### config.mk
export PLATFORM = sky130hd
export DESIGN_NAME = json_string_unescape_utf8_unit
export DESIGN_NICKNAME = d
export VERILOG_FILES = /design/src/hdl/jsu_pkg.sv /design/src/hdl/jsu_decode.sv /design/src/hdl/jsu_result_buf.sv /design/src/hdl/json_string_unescape_utf8_unit.sv
export SDC_FILE = /design/constraint.sdc
export NUM_CORES = 1
export LEC_CHECK = 0
export BUFFER_PORTS_ARGS = -buffer_cell sky130_fd_sc_hd__buf_4
export CORE_ASPECT_RATIO = 2
export CORE_UTILIZATION = 44
export DETAILED_ROUTE_END_ITERATION = 12
export SLEW_MARGIN = 5
export SYNTH_ARGS = -nofsm -noshare
export SYNTH_HDL_FRONTEND = slang
export SYNTH_SLANG_ARGS = --single-unit
### constraint.sdc
create_clock -name clk_i -period 11.2 [get_ports clk_i]
set_clock_uncertainty 0.2 [all_clocks]
set_input_delay 2.24 -clock clk_i [delete_from_list [all_inputs] [get_ports clk_i]]
set_output_delay 2.24 -clock clk_i [all_outputs]
set_load 0.05 [all_outputs]
### src/hdl/jsu_pkg.sv
`timescale 1ns / 1ps
// ----------------------------------------------------------------------------
// JSON string unescape package
// Result kinds, character codes, the UTF-8 encoder and the hex digit decoder
// shared by the unescape unit.
// ----------------------------------------------------------------------------
package jsu_pkg;

  // One byte causes at most 7 results (held surrogate, code, tail, error)
  localparam int unsigned MAX_RES = 8;
  localparam int unsigned IDX_W   = $clog2(MAX_RES);
  localparam int unsigned CNT_W   = IDX_W + 1;

  // Result kinds
  typedef enum logic [1:0] {
    KIND_DATA  = 2'd0,
    KIND_CLOSE = 2'd1,
    KIND_ERROR = 2'd2
  } kind_e;

  // Characters of the JSON string syntax
  localparam logic [7:0] CH_QUOTE  = 8'h22;
  localparam logic [7:0] CH_BSLASH = 8'h5C;
  localparam logic [7:0] CH_SLASH  = 8'h2F;
  localparam logic [7:0] CH_B      = 8'h62;
  localparam logic [7:0] CH_F      = 8'h66;
  localparam logic [7:0] CH_N      = 8'h6E;
  localparam logic [7:0] CH_R      = 8'h72;
  localparam logic [7:0] CH_T      = 8'h74;
  localparam logic [7:0] CH_U      = 8'h75;

  // Control characters that the short escapes stand for
  localparam logic [7:0] CTRL_BS = 8'h08;
  localparam logic [7:0] CTRL_FF = 8'h0C;
  localparam logic [7:0] CTRL_LF = 8'h0A;
  localparam logic [7:0] CTRL_CR = 8'h0D;
  localparam logic [7:0] CTRL_HT = 8'h09;

  // Surrogate ranges
  localparam logic [15:0] HI_SUR_MIN = 16'hD800;
  localparam logic [15:0] HI_SUR_MAX = 16'hDBFF;
  localparam logic [15:0] LO_SUR_MIN = 16'hDC00;
  localparam logic [15:0] LO_SUR_MAX = 16'hDFFF;
  localparam logic [20:0] SUPP_BASE  = 21'h10000;

  // One code point as UTF-8: byte 0 goes out first
  typedef struct packed {
    logic [2:0]      len;
    logic [3:0][7:0] b;
  } utf8_t;

  // Hex digit decode result
  typedef struct packed {
    logic       ok;
    logic [3:0] val;
  } hex_t;

  // Result list built for one input byte
  typedef struct packed {
    logic [CNT_W-1:0]              count;
    logic [MAX_RES-1:0][7:0]       bytes;
    kind_e [MAX_RES-1:0]           kinds;
  } res_list_t;

  function automatic utf8_t utf8_encode(input logic [20:0] cp);
    utf8_t r;
    r = '0;
    if (cp < 21'h80) begin
      r.len  = 3'd1;
      r.b[0] = cp[7:0];
    end else if (cp < 21'h800) begin
      r.len  = 3'd2;
      r.b[0] = {3'b110, cp[10:6]};
      r.b[1] = {2'b10, cp[5:0]};
    end else if (cp < 21'h10000) begin
      r.len  = 3'd3;
      r.b[0] = {4'b1110, cp[15:12]};
      r.b[1] = {2'b10, cp[11:6]};
      r.b[2] = {2'b10, cp[5:0]};
    end else begin
      r.len  = 3'd4;
      r.b[0] = {5'b11110, cp[20:18]};
      r.b[1] = {2'b10, cp[17:12]};
      r.b[2] = {2'b10, cp[11:6]};
      r.b[3] = {2'b10, cp[5:0]};
    end
    return r;
  endfunction

  function automatic hex_t hex_value(input logic [7:0] c);
    hex_t r;
    r = '0;
    if (c >= 8'h30 && c <= 8'h39) begin
      r.ok  = 1'b1;
      r.val = c[3:0];
    end else if ((c >= 8'h61 && c <= 8'h66) || (c >= 8'h41 && c <= 8'h46)) begin
      // letters a-f and A-F share the low bits 1..6
      r.ok  = 1'b1;
      r.val = 4'(c[2:0] + 3'd1) + 4'd8;
    end
    return r;
  endfunction

endpackage

### src/hdl/jsu_decode.sv
`timescale 1ns / 1ps
// ----------------------------------------------------------------------------
// JSON string unescape decoder
// Holds the scan state and turns one registered input byte into the list of
// result items it causes; state advances when the list is handed on.
// ----------------------------------------------------------------------------
module jsu_decode (
  input  logic              clk_i,
  input  logic              rst_ni,
  input  logic              fire_i,
  input  logic [7:0]        in_byte_i,
  input  logic              end_of_data_i,
  output jsu_pkg::res_list_t res_o
);
  import jsu_pkg::*;

  typedef enum logic [3:0] {
    PH_IDLE     = 4'd0,
    PH_STR      = 4'd1,
    PH_ESC      = 4'd2,
    PH_HEX1     = 4'd3,
    PH_HELD     = 4'd4,
    PH_HELD_ESC = 4'd5,
    PH_HEX2     = 4'd6
  } phase_e;

  typedef enum logic [2:0] {
    M_NONE,
    M_RAW,
    M_CODE,
    M_CLOSE,
    M_ERROR
  } main_e;

  phase_e      phase_q, phase_d;
  logic [15:0] acc_q, acc_d;
  logic [1:0]  cnt_q, cnt_d;
  logic [15:0] held_q, held_d;

  hex_t        hv;
  logic [15:0] acc_next;
  logic        pre_held;
  logic        str_b;
  logic        esc_b;
  logic        fresh;
  logic        go_idle;
  logic        end_tail;
  logic        end_held;
  main_e       main_mode;
  logic [7:0]  main_raw;
  logic [20:0] main_cp;
  utf8_t       pre_enc;
  utf8_t       main_enc;
  utf8_t       end_enc;
  res_list_t   lst;
  logic [CNT_W-1:0] n;

  assign hv       = hex_value(in_byte_i);
  assign acc_next = {acc_q[11:0], hv.val};

  // Work out next state and which result segments this byte produces
  always_comb begin
    phase_d   = phase_q;
    acc_d     = acc_q;
    cnt_d     = cnt_q;
    held_d    = held_q;
    pre_held  = 1'b0;
    str_b     = 1'b0;
    esc_b     = 1'b0;
    fresh     = 1'b0;
    go_idle   = 1'b0;
    main_mode = M_NONE;
    main_raw  = '0;
    main_cp   = '0;

    case (phase_q)
      PH_IDLE: begin
        if (in_byte_i == CH_QUOTE) begin
          phase_d = PH_STR;
        end else begin
          main_mode = M_ERROR;
          go_idle   = 1'b1;
        end
      end
      PH_STR: str_b = 1'b1;
      PH_ESC: esc_b = 1'b1;
      PH_HEX1, PH_HEX2: begin
        if (!hv.ok) begin
          main_mode = M_ERROR;
          go_idle   = 1'b1;
        end else if (cnt_q != 2'd3) begin
          acc_d = acc_next;
          cnt_d = cnt_q + 2'd1;
        end else begin
          acc_d = '0;
          cnt_d = '0;
          if (phase_q == PH_HEX2 && acc_next >= LO_SUR_MIN && acc_next <= LO_SUR_MAX) begin
            // join the pair into one supplementary code point
            main_mode = M_CODE;
            main_cp   = SUPP_BASE + {1'b0, held_q[9:0], acc_next[9:0]};
            held_d    = '0;
            phase_d   = PH_STR;
          end else begin
            pre_held = (phase_q == PH_HEX2);
            held_d   = '0;
            fresh    = 1'b1;
          end
        end
      end
      PH_HELD: begin
        if (in_byte_i == CH_BSLASH) begin
          phase_d = PH_HELD_ESC;
        end else begin
          pre_held = 1'b1;
          held_d   = '0;
          str_b    = 1'b1;
        end
      end
      PH_HELD_ESC: begin
        if (in_byte_i == CH_U) begin
          acc_d   = '0;
          cnt_d   = '0;
          phase_d = PH_HEX2;
        end else begin
          pre_held = 1'b1;
          held_d   = '0;
          esc_b    = 1'b1;
        end
      end
      default: begin
        main_mode = M_ERROR;
        go_idle   = 1'b1;
      end
    endcase

    // Plain string byte
    if (str_b) begin
      if (in_byte_i == CH_QUOTE) begin
        main_mode = M_CLOSE;
        go_idle   = 1'b1;
      end else if (in_byte_i == CH_BSLASH) begin
        phase_d = PH_ESC;
      end else begin
        main_mode = M_RAW;
        main_raw  = in_byte_i;
        phase_d   = PH_STR;
      end
    end

    // Escape letter
    if (esc_b) begin
      phase_d   = PH_STR;
      main_mode = M_RAW;
      case (in_byte_i)
        CH_QUOTE:  main_raw = CH_QUOTE;
        CH_BSLASH: main_raw = CH_BSLASH;
        CH_SLASH:  main_raw = CH_SLASH;
        CH_B:      main_raw = CTRL_BS;
        CH_F:      main_raw = CTRL_FF;
        CH_N:      main_raw = CTRL_LF;
        CH_R:      main_raw = CTRL_CR;
        CH_T:      main_raw = CTRL_HT;
        CH_U: begin
          main_mode = M_NONE;
          acc_d     = '0;
          cnt_d     = '0;
          phase_d   = PH_HEX1;
        end
        default: begin
          main_mode = M_ERROR;
          go_idle   = 1'b1;
        end
      endcase
    end

    // Completed code unit without a partner: hold a high surrogate, else emit
    if (fresh) begin
      if (acc_next >= HI_SUR_MIN && acc_next <= HI_SUR_MAX) begin
        held_d  = acc_next;
        phase_d = PH_HELD;
      end else begin
        main_mode = M_CODE;
        main_cp   = {5'd0, acc_next};
        phase_d   = PH_STR;
      end
    end

    if (go_idle) begin
      phase_d = PH_IDLE;
      acc_d   = '0;
      cnt_d   = '0;
      held_d  = '0;
    end

    // Buffer ends inside a string: flush a waiting surrogate, then error
    end_tail = end_of_data_i && (phase_d != PH_IDLE);
    end_held = end_tail && (phase_d == PH_HELD || phase_d == PH_HELD_ESC);
    if (end_tail) begin
      phase_d = PH_IDLE;
      acc_d   = '0;
      cnt_d   = '0;
      held_d  = '0;
    end
  end

  assign pre_enc  = utf8_encode({5'd0, held_q});
  assign main_enc = utf8_encode(main_cp);

  // The surrogate flushed at end of data is the one held after this byte
  always_comb begin
    logic [15:0] tail_held;
    tail_held = held_q;
    if (fresh) begin
      tail_held = acc_next;
    end
    end_enc = utf8_encode({5'd0, tail_held});
  end

  // Lay the segments out in order
  always_comb begin
    lst = '0;
    n   = '0;
    if (pre_held) begin
      for (int i = 0; i < 4; i++) begin
        if (3'(i) < pre_enc.len) begin
          lst.bytes[n[IDX_W-1:0]] = pre_enc.b[i];
          lst.kinds[n[IDX_W-1:0]] = KIND_DATA;
          n = n + 1'b1;
        end
      end
    end
    case (main_mode)
      M_RAW: begin
        lst.bytes[n[IDX_W-1:0]] = main_raw;
        lst.kinds[n[IDX_W-1:0]] = KIND_DATA;
        n = n + 1'b1;
      end
      M_CODE: begin
        for (int i = 0; i < 4; i++) begin
          if (3'(i) < main_enc.len) begin
            lst.bytes[n[IDX_W-1:0]] = main_enc.b[i];
            lst.kinds[n[IDX_W-1:0]] = KIND_DATA;
            n = n + 1'b1;
          end
        end
      end
      M_CLOSE: begin
        lst.bytes[n[IDX_W-1:0]] = '0;
        lst.kinds[n[IDX_W-1:0]] = KIND_CLOSE;
        n = n + 1'b1;
      end
      M_ERROR: begin
        lst.bytes[n[IDX_W-1:0]] = '0;
        lst.kinds[n[IDX_W-1:0]] = KIND_ERROR;
        n = n + 1'b1;
      end
      default: ;
    endcase
    if (end_held) begin
      for (int i = 0; i < 4; i++) begin
        if (3'(i) < end_enc.len) begin
          lst.bytes[n[IDX_W-1:0]] = end_enc.b[i];
          lst.kinds[n[IDX_W-1:0]] = KIND_DATA;
          n = n + 1'b1;
        end
      end
    end
    if (end_tail) begin
      lst.bytes[n[IDX_W-1:0]] = '0;
      lst.kinds[n[IDX_W-1:0]] = KIND_ERROR;
      n = n + 1'b1;
    end
    lst.count = n;
  end

  assign res_o = lst;

  // Advance scan state when the byte's results are handed on
  always_ff @(posedge clk_i or negedge rst_ni) begin
    if (!rst_ni) begin
      phase_q <= PH_IDLE;
      acc_q   <= '0;
      cnt_q   <= '0;
      held_q  <= '0;
    end else if (fire_i) begin
      phase_q <= phase_d;
      acc_q   <= acc_d;
      cnt_q   <= cnt_d;
      held_q  <= held_d;
    end
  end

endmodule

### src/hdl/jsu_result_buf.sv
`timescale 1ns / 1ps
// ----------------------------------------------------------------------------
// JSON string unescape result buffer
// Registers the result list of one byte and hands it out one transfer at a
// time; takes the next list when empty or as the last entry leaves.
// ----------------------------------------------------------------------------
module jsu_result_buf (
  input  logic               clk_i,
  input  logic               rst_ni,
  input  logic               load_i,
  input  jsu_pkg::res_list_t res_i,
  output logic               can_load_o,
  output logic               out_valid_o,
  input  logic               out_ready_i,
  output logic [7:0]         out_byte_o,
  output logic [1:0]         kind_o,
  output logic               last_o
);
  import jsu_pkg::*;

  logic [MAX_RES-1:0][7:0] bytes_q;
  kind_e [MAX_RES-1:0]     kinds_q;
  logic [CNT_W-1:0]        count_q;
  logic [IDX_W-1:0]        rd_q;
  logic                    is_last;
  logic                    pop;

  assign out_valid_o = (count_q != '0);
  assign is_last     = ({1'b0, rd_q} == count_q - 1'b1);
  assign pop         = out_valid_o && out_ready_i;
  assign can_load_o  = !out_valid_o || (pop && is_last);

  assign out_byte_o = bytes_q[rd_q];
  assign kind_o     = kinds_q[rd_q];
  assign last_o     = is_last;

  // Hold the list payload
  always_ff @(posedge clk_i) begin
    if (load_i) begin
      bytes_q <= res_i.bytes;
      kinds_q <= res_i.kinds;
    end
  end

  // Track fill and read position
  always_ff @(posedge clk_i or negedge rst_ni) begin
    if (!rst_ni) begin
      count_q <= '0;
      rd_q    <= '0;
    end else if (load_i) begin
      count_q <= res_i.count;
      rd_q    <= '0;
    end else if (pop) begin
      if (is_last) begin
        count_q <= '0;
        rd_q    <= '0;
      end else begin
        rd_q <= rd_q + 1'b1;
      end
    end
  end

endmodule

### src/hdl/json_string_unescape_utf8_unit.sv
`timescale 1ns / 1ps
// A result passes the input register, then the result buffer, before it leaves.
// Throughput: one input byte per cycle while each byte yields at most one result
// and out_ready_i is high; a byte with several results holds the single output port
// until they leave; the output port, one result per cycle when ready, sets the rate.
// Reset (rst_ni low, asynchronous) empties both stages and returns the scanner
// to idle, waiting for an opening quote.
// ----------------------------------------------------------------------------
// JSON string unescape to UTF-8
// Input register, decoder with scan state, and result buffer.
// ----------------------------------------------------------------------------
module json_string_unescape_utf8_unit (
  input  logic       clk_i,
  input  logic       rst_ni,
  input  logic       in_valid_i,
  output logic       in_ready_o,
  input  logic [7:0] in_byte_i,
  input  logic       end_of_data_i,
  output logic       out_valid_o,
  input  logic       out_ready_i,
  output logic [7:0] out_byte_o,
  output logic [1:0] kind_o,
  output logic       last_o
);
  import jsu_pkg::*;

  logic       in_vld_q;
  logic [7:0] in_byte_q;
  logic       in_eod_q;
  logic       can_load;
  logic       advance;
  res_list_t  res;

  assign advance    = in_vld_q && can_load;
  assign in_ready_o = !in_vld_q || advance;

  // Input register: hold the byte until its results are taken in
  always_ff @(posedge clk_i or negedge rst_ni) begin
    if (!rst_ni) begin
      in_vld_q <= 1'b0;
    end else if (in_valid_i && in_ready_o) begin
      in_vld_q <= 1'b1;
    end else if (advance) begin
      in_vld_q <= 1'b0;
    end
  end

  always_ff @(posedge clk_i) begin
    if (in_valid_i && in_ready_o) begin
      in_byte_q <= in_byte_i;
      in_eod_q  <= end_of_data_i;
    end
  end

  jsu_decode u_decode (
    .clk_i         (clk_i),
    .rst_ni        (rst_ni),
    .fire_i        (advance),
    .in_byte_i     (in_byte_q),
    .end_of_data_i (in_eod_q),
    .res_o         (res)
  );

  jsu_result_buf u_result_buf (
    .clk_i       (clk_i),
    .rst_ni      (rst_ni),
    .load_i      (advance),
    .res_i       (res),
    .can_load_o  (can_load),
    .out_valid_o (out_valid_o),
    .out_ready_i (out_ready_i),
    .out_byte_o  (out_byte_o),
    .kind_o      (kind_o),
    .last_o      (last_o)
  );

endmodule

==> results.yml, run 1 <==
grt:
  grt.overflow.total: 1
  grt_pass1_wl_um: 109000
  track_usage: 0.507
  grt_pass1_vias: 15300
  grt_max_degree: 74
logic_synthesis:
  async_reset_ff_frac: 0.321
  synth_ff_type: "edfxtp_1"
  synth_cell_types: 104
  synth_edf_count: 89
  avgSynthCellArea_um2: 8.22
  syn_inst: 1586
  synth_seq_area_share: 0.285
  synthesis.area_mm2: 0.0130
  ys_ff_latch: 131
  yosys_warnings: 0
placement:
  gp_congestion: 1.17
  dp_hpwl_um: 54300
  post_dp_cell_area_mm2: 0.0136
  io_buffers: 25
clock_network:
  clockBufferDepth: 2
  holdBufCountCts: 0
  cts_made_buffers: 17
  cts_resized: 0
  cts_root_buffer: "clkbuf_16"
  h-tree-depth: 4
  clock_sinks: 131
  cts_setup_buffers: 0
floorplan:
  die_h_um: 245
  die_w_um: 124
  pin_count: 26
  start_util: 0.450
  num_rows: 88
status:
  status: "stopped before the end"
  failed_stage: "global routing (5_1_grt)"
  firstError: "[ERROR GRT-0116] Global routing finished with congestion. Check the congestion regions in the DRC Viewer."
-- cells in the mapped netlist (all sizes together), types with 18 or more instances --
cell	instances	area [um2]
ha	18	225
mux2i	39	390
o21ai	116	584
o22ai	35	219
a31oi	23	159
and2	18	113
a21oi	138	694
nand2	144	546
mux4	21	473
buf	48	278
a221oi	18	158
o211ai	33	253
nand3	61	310
dfrtp	42	1050
nor4	26	272
nor3	49	293
a211oi	30	235
mux2	18	203
edfxtp	89	2670
a22o	28	245
clkbuf	72	273
nor2	173	687
inv	38	145
-- stage by stage --
step	cells	utilization	setup slack, ps
3_5_place_dp	1909	0.469	2200
4_1_cts	1941	0.490	2120
2_1_floorplan	1593	-	3520
3_3_place_gp	1909	0.469	2280
-- routing by layer --
metal / GRT overflow / global-route usage
met5: 0 / 0.0122
met4: 1 / 0.538
met3: 0 / 0.192
met2: 0 / 0.776
met1: 0 / 0.494
-- cell families after synthesis --
family / count (synthesis) / synth area share
AOI/OAI and AO/OA: 606 / 0.320
xor gates and xnor gates: 22 / 0.0174
adders and majority gates: 18 / 0.0173
buffers and inverters: 158 / 0.0533
DFF: 131 / 0.285
muxes: 78 / 0.0817
other: 1 / 0.000288
and+or+nand+nor: 572 / 0.225
==> run 2, diff against run 1 <==
Settings changed: CORE_ASPECT_RATIO 2 to not set, CORE_UTILIZATION 44 to 29, PLACE_DENSITY_LB_ADDON set to 0.15.
==> run 2 against run 1 <==
Effect of this change:
- the flow now finishes without violations
- synthesized area stayed put
- synthesized cell count stayed put
==> results.yml, run 2 <==
placement:
  post_dp_cell_area_mm2: 0.0139
  io_buffers: 25
  gp_congestion: 0.999
  dp_hpwl_um: 52000
worst_setup_path:
  critPathKind: "reg -> reg"
  path_buf_inv: 2
  rrSetupSlack_ps: 2120
  end_kind: "register"
  reg2reg_from: "u_decode.phase_q[2]"
  cp_slowest_cell: "dfrtp_1"
  cp.arrival_ps: 9070
  setup.worst_path.start_class: "register"
  crit_top_cell: "ha_1"
  slowest_delay_ps: 740
  critPathTopFamily: "compound AO/OA/AOI/OAI gates"
  cp_max_fo: 21
  crit_required_ps: 11190
  crit_start: "u_decode.phase_q[2]"
route:
  drtPass1Iterations: 7
  drtAntennaViolNets: 0
  routed_wirelength_um: 68800
  drcViolationCount: 0
  via_count: 14300
  vias_per_cell: 6.55
  drt_iter0_drc: 2107
  wl_per_cell_um: 31.6
floorplan:
  start_util: 0.294
  pin_count: 26
  core_area_mm2: 0.0443
  die_h_um: 214
  num_rows: 77
  die_w_um: 214
  die_area_mm2: 0.0458
logic_synthesis:
  synth_seq_area_share: 0.285
  async_reset_ff_frac: 0.321
  synth_cell_types: 104
  yosysTopAreaCellShare: 0.205
  synth-compound-area-share: 0.320
  synthXorXnorAreaFrac: 0.0174
  avgSynthCellArea_um2: 8.22
  synth_area_leaders: "edfxtp_1, dfrtp_1, a21oi_1, nor2_1, nand2_1"
  synth_adder_area_share: 0.0173
  synthSimpleGateAreaFrac: 0.225
  synth_top_family_by_area: "compound AO/OA/AOI/OAI gates"
  ys_top_cells_by_count: "nor2_1, nand2_1, a21oi_1"
  synthesis.area_mm2: 0.0130
  ys_ff_latch: 131
  synth.area.mux_share: 0.0817
  yosysTopAreaCell: "edfxtp_1"
  yosys_warnings: 0
  synth_edf_count: 89
  syn_inst: 1586
  synth.most_common_cell: "nor2_1"
  synth_ff_type: "edfxtp_1"
grt:
  grt_max_degree: 78
  grt_pass1_vias: 13200
  track_usage: 0.299
  grt_pass1_wl_um: 99500
  grt.overflow.total: 0
  antenna_found_initial: 2
clock_network:
  cts_root_buffer: "clkbuf_16"
  cts_resized: 0
  clockBufferDepth: 2
  cts_made_buffers: 17
  clk_pin_slew_ps: 60
  cts_tree: "yes"
  clk_latency_ps: 470
  clock_sinks: 131
  h-tree-depth: 4
  holdBufCountCts: 0
  cts_setup_buffers: 0
timing:
  fmax_mhz: 110
  hold_viol: 0
  whs_ps: 305
  drv_slew: 0
  rsz0062_at_grt: "false"
  worstMarginPinSlew_ps: 1330
  slew_headroom: 0.109
  fin_crit_sh: 0.811
  setup_tns_ps: 0
  min_period_ps: 9080
  setup_violations: 0
final_layout:
  syn_to_final_growth_pct: 11.4
  layout_common_cells: "nor2_1, nand2_1, a21oi_1"
  fin_nets: 1603
  fillers: 4728
  fin_area_mm2: 0.0145
  largest_reg_flops: 64
  top_regs: "u_result_buf.bytes_q (64), u_decode.held_q (16), u_result_buf.kinds_q (16)"
  drive_gt1_frac: 0.144
  top_register: "u_result_buf.bytes_q"
  final_common_cell: "nor2_1"
power:
  power.density_mw_per_mm2: 135
  leakage_nw: 4.96
  peakVddDrop_mv: 0.132
job:
  cap_violations: 0
status:
  status: "completed"
min_path:
  hold_path_startpoint: "u_decode.cnt_q[1]"
  hold_class: "reg -> reg"
-- run 2: cell counts after synthesis --
No cell type changed its count.
-- run 2: worst paths after layout --
check | depth (start not counted) | to
min | 1 | u_decode.cnt_q[1]
max in group asynchronous | 1 | u_result_buf.count_q[3]
max | 27 | u_result_buf.bytes_q[13]
max reg2reg | 27 | u_result_buf.bytes_q[13]
min reg2reg | 1 | u_decode.cnt_q[1]
min in group asynchronous | 1 | u_decode.acc_q[4]
-- run 2: layout make-up --
class                   instances  area (um2)  area share
flip-flops and latches        131        3720       0.256
diodes                          2        5.00    0.000345
well taps                     592         741      0.0510
inverters                      38         146      0.0101
clock buffers                  22         528      0.0363
repair buffers                 80         601      0.0413
clock inverters                10        62.6     0.00431
multi-input cells            1304        8720       0.600
-- run 2: cells by family (layout without fill, tap and decap cells) --
logic type / after synthesis / after routing
flops: 131 / 131
xor+xnor: 22 / 22
compound gates: 606 / 606
buf+inv: 158 / 150
other cells: 1 / 10
fa+ha+maj: 18 / 18
mux: 78 / 78
simple gates: 572 / 572
-- run 2: power breakdown --
part	switching [W]	internal, W
logic	0.000413	0.000211
registers	0.0000766	0.000691
clock network	0.000235	0.000333
total	0.000725	0.00124
-- run 2: per-stage QoR --
| step | power (W) | setup slack [ps] | util | cells |
|---|---|---|---|---|
| floorplan | 0.00118 | 3520 | - | 1593 |
| global placement | 0.00141 | 2620 | 0.314 | 2145 |
| detailed placement | 0.00141 | 2350 | 0.314 | 2145 |
| CTS | 0.00198 | 2320 | 0.328 | 2177 |
| global route | 0.00205 | 1560 | 0.328 | 2177 |
| finish | 0.00196 | 2120 | 0.328 | 2179 |
-- run 2: per-layer routing --
metal | part of all wire | track usage | vias to the layer above
met5 | 0.00039 | 0 | -
met4 | 0.050 | 0.139 | 4
met3 | 0.099 | 0.0678 | 196
met2 | 0.42 | 0.435 | 908
met1 | 0.43 | 0.417 | 7019
li1 | - | - | 6143
No activity file was read; power rests on OpenSTA's default activity.
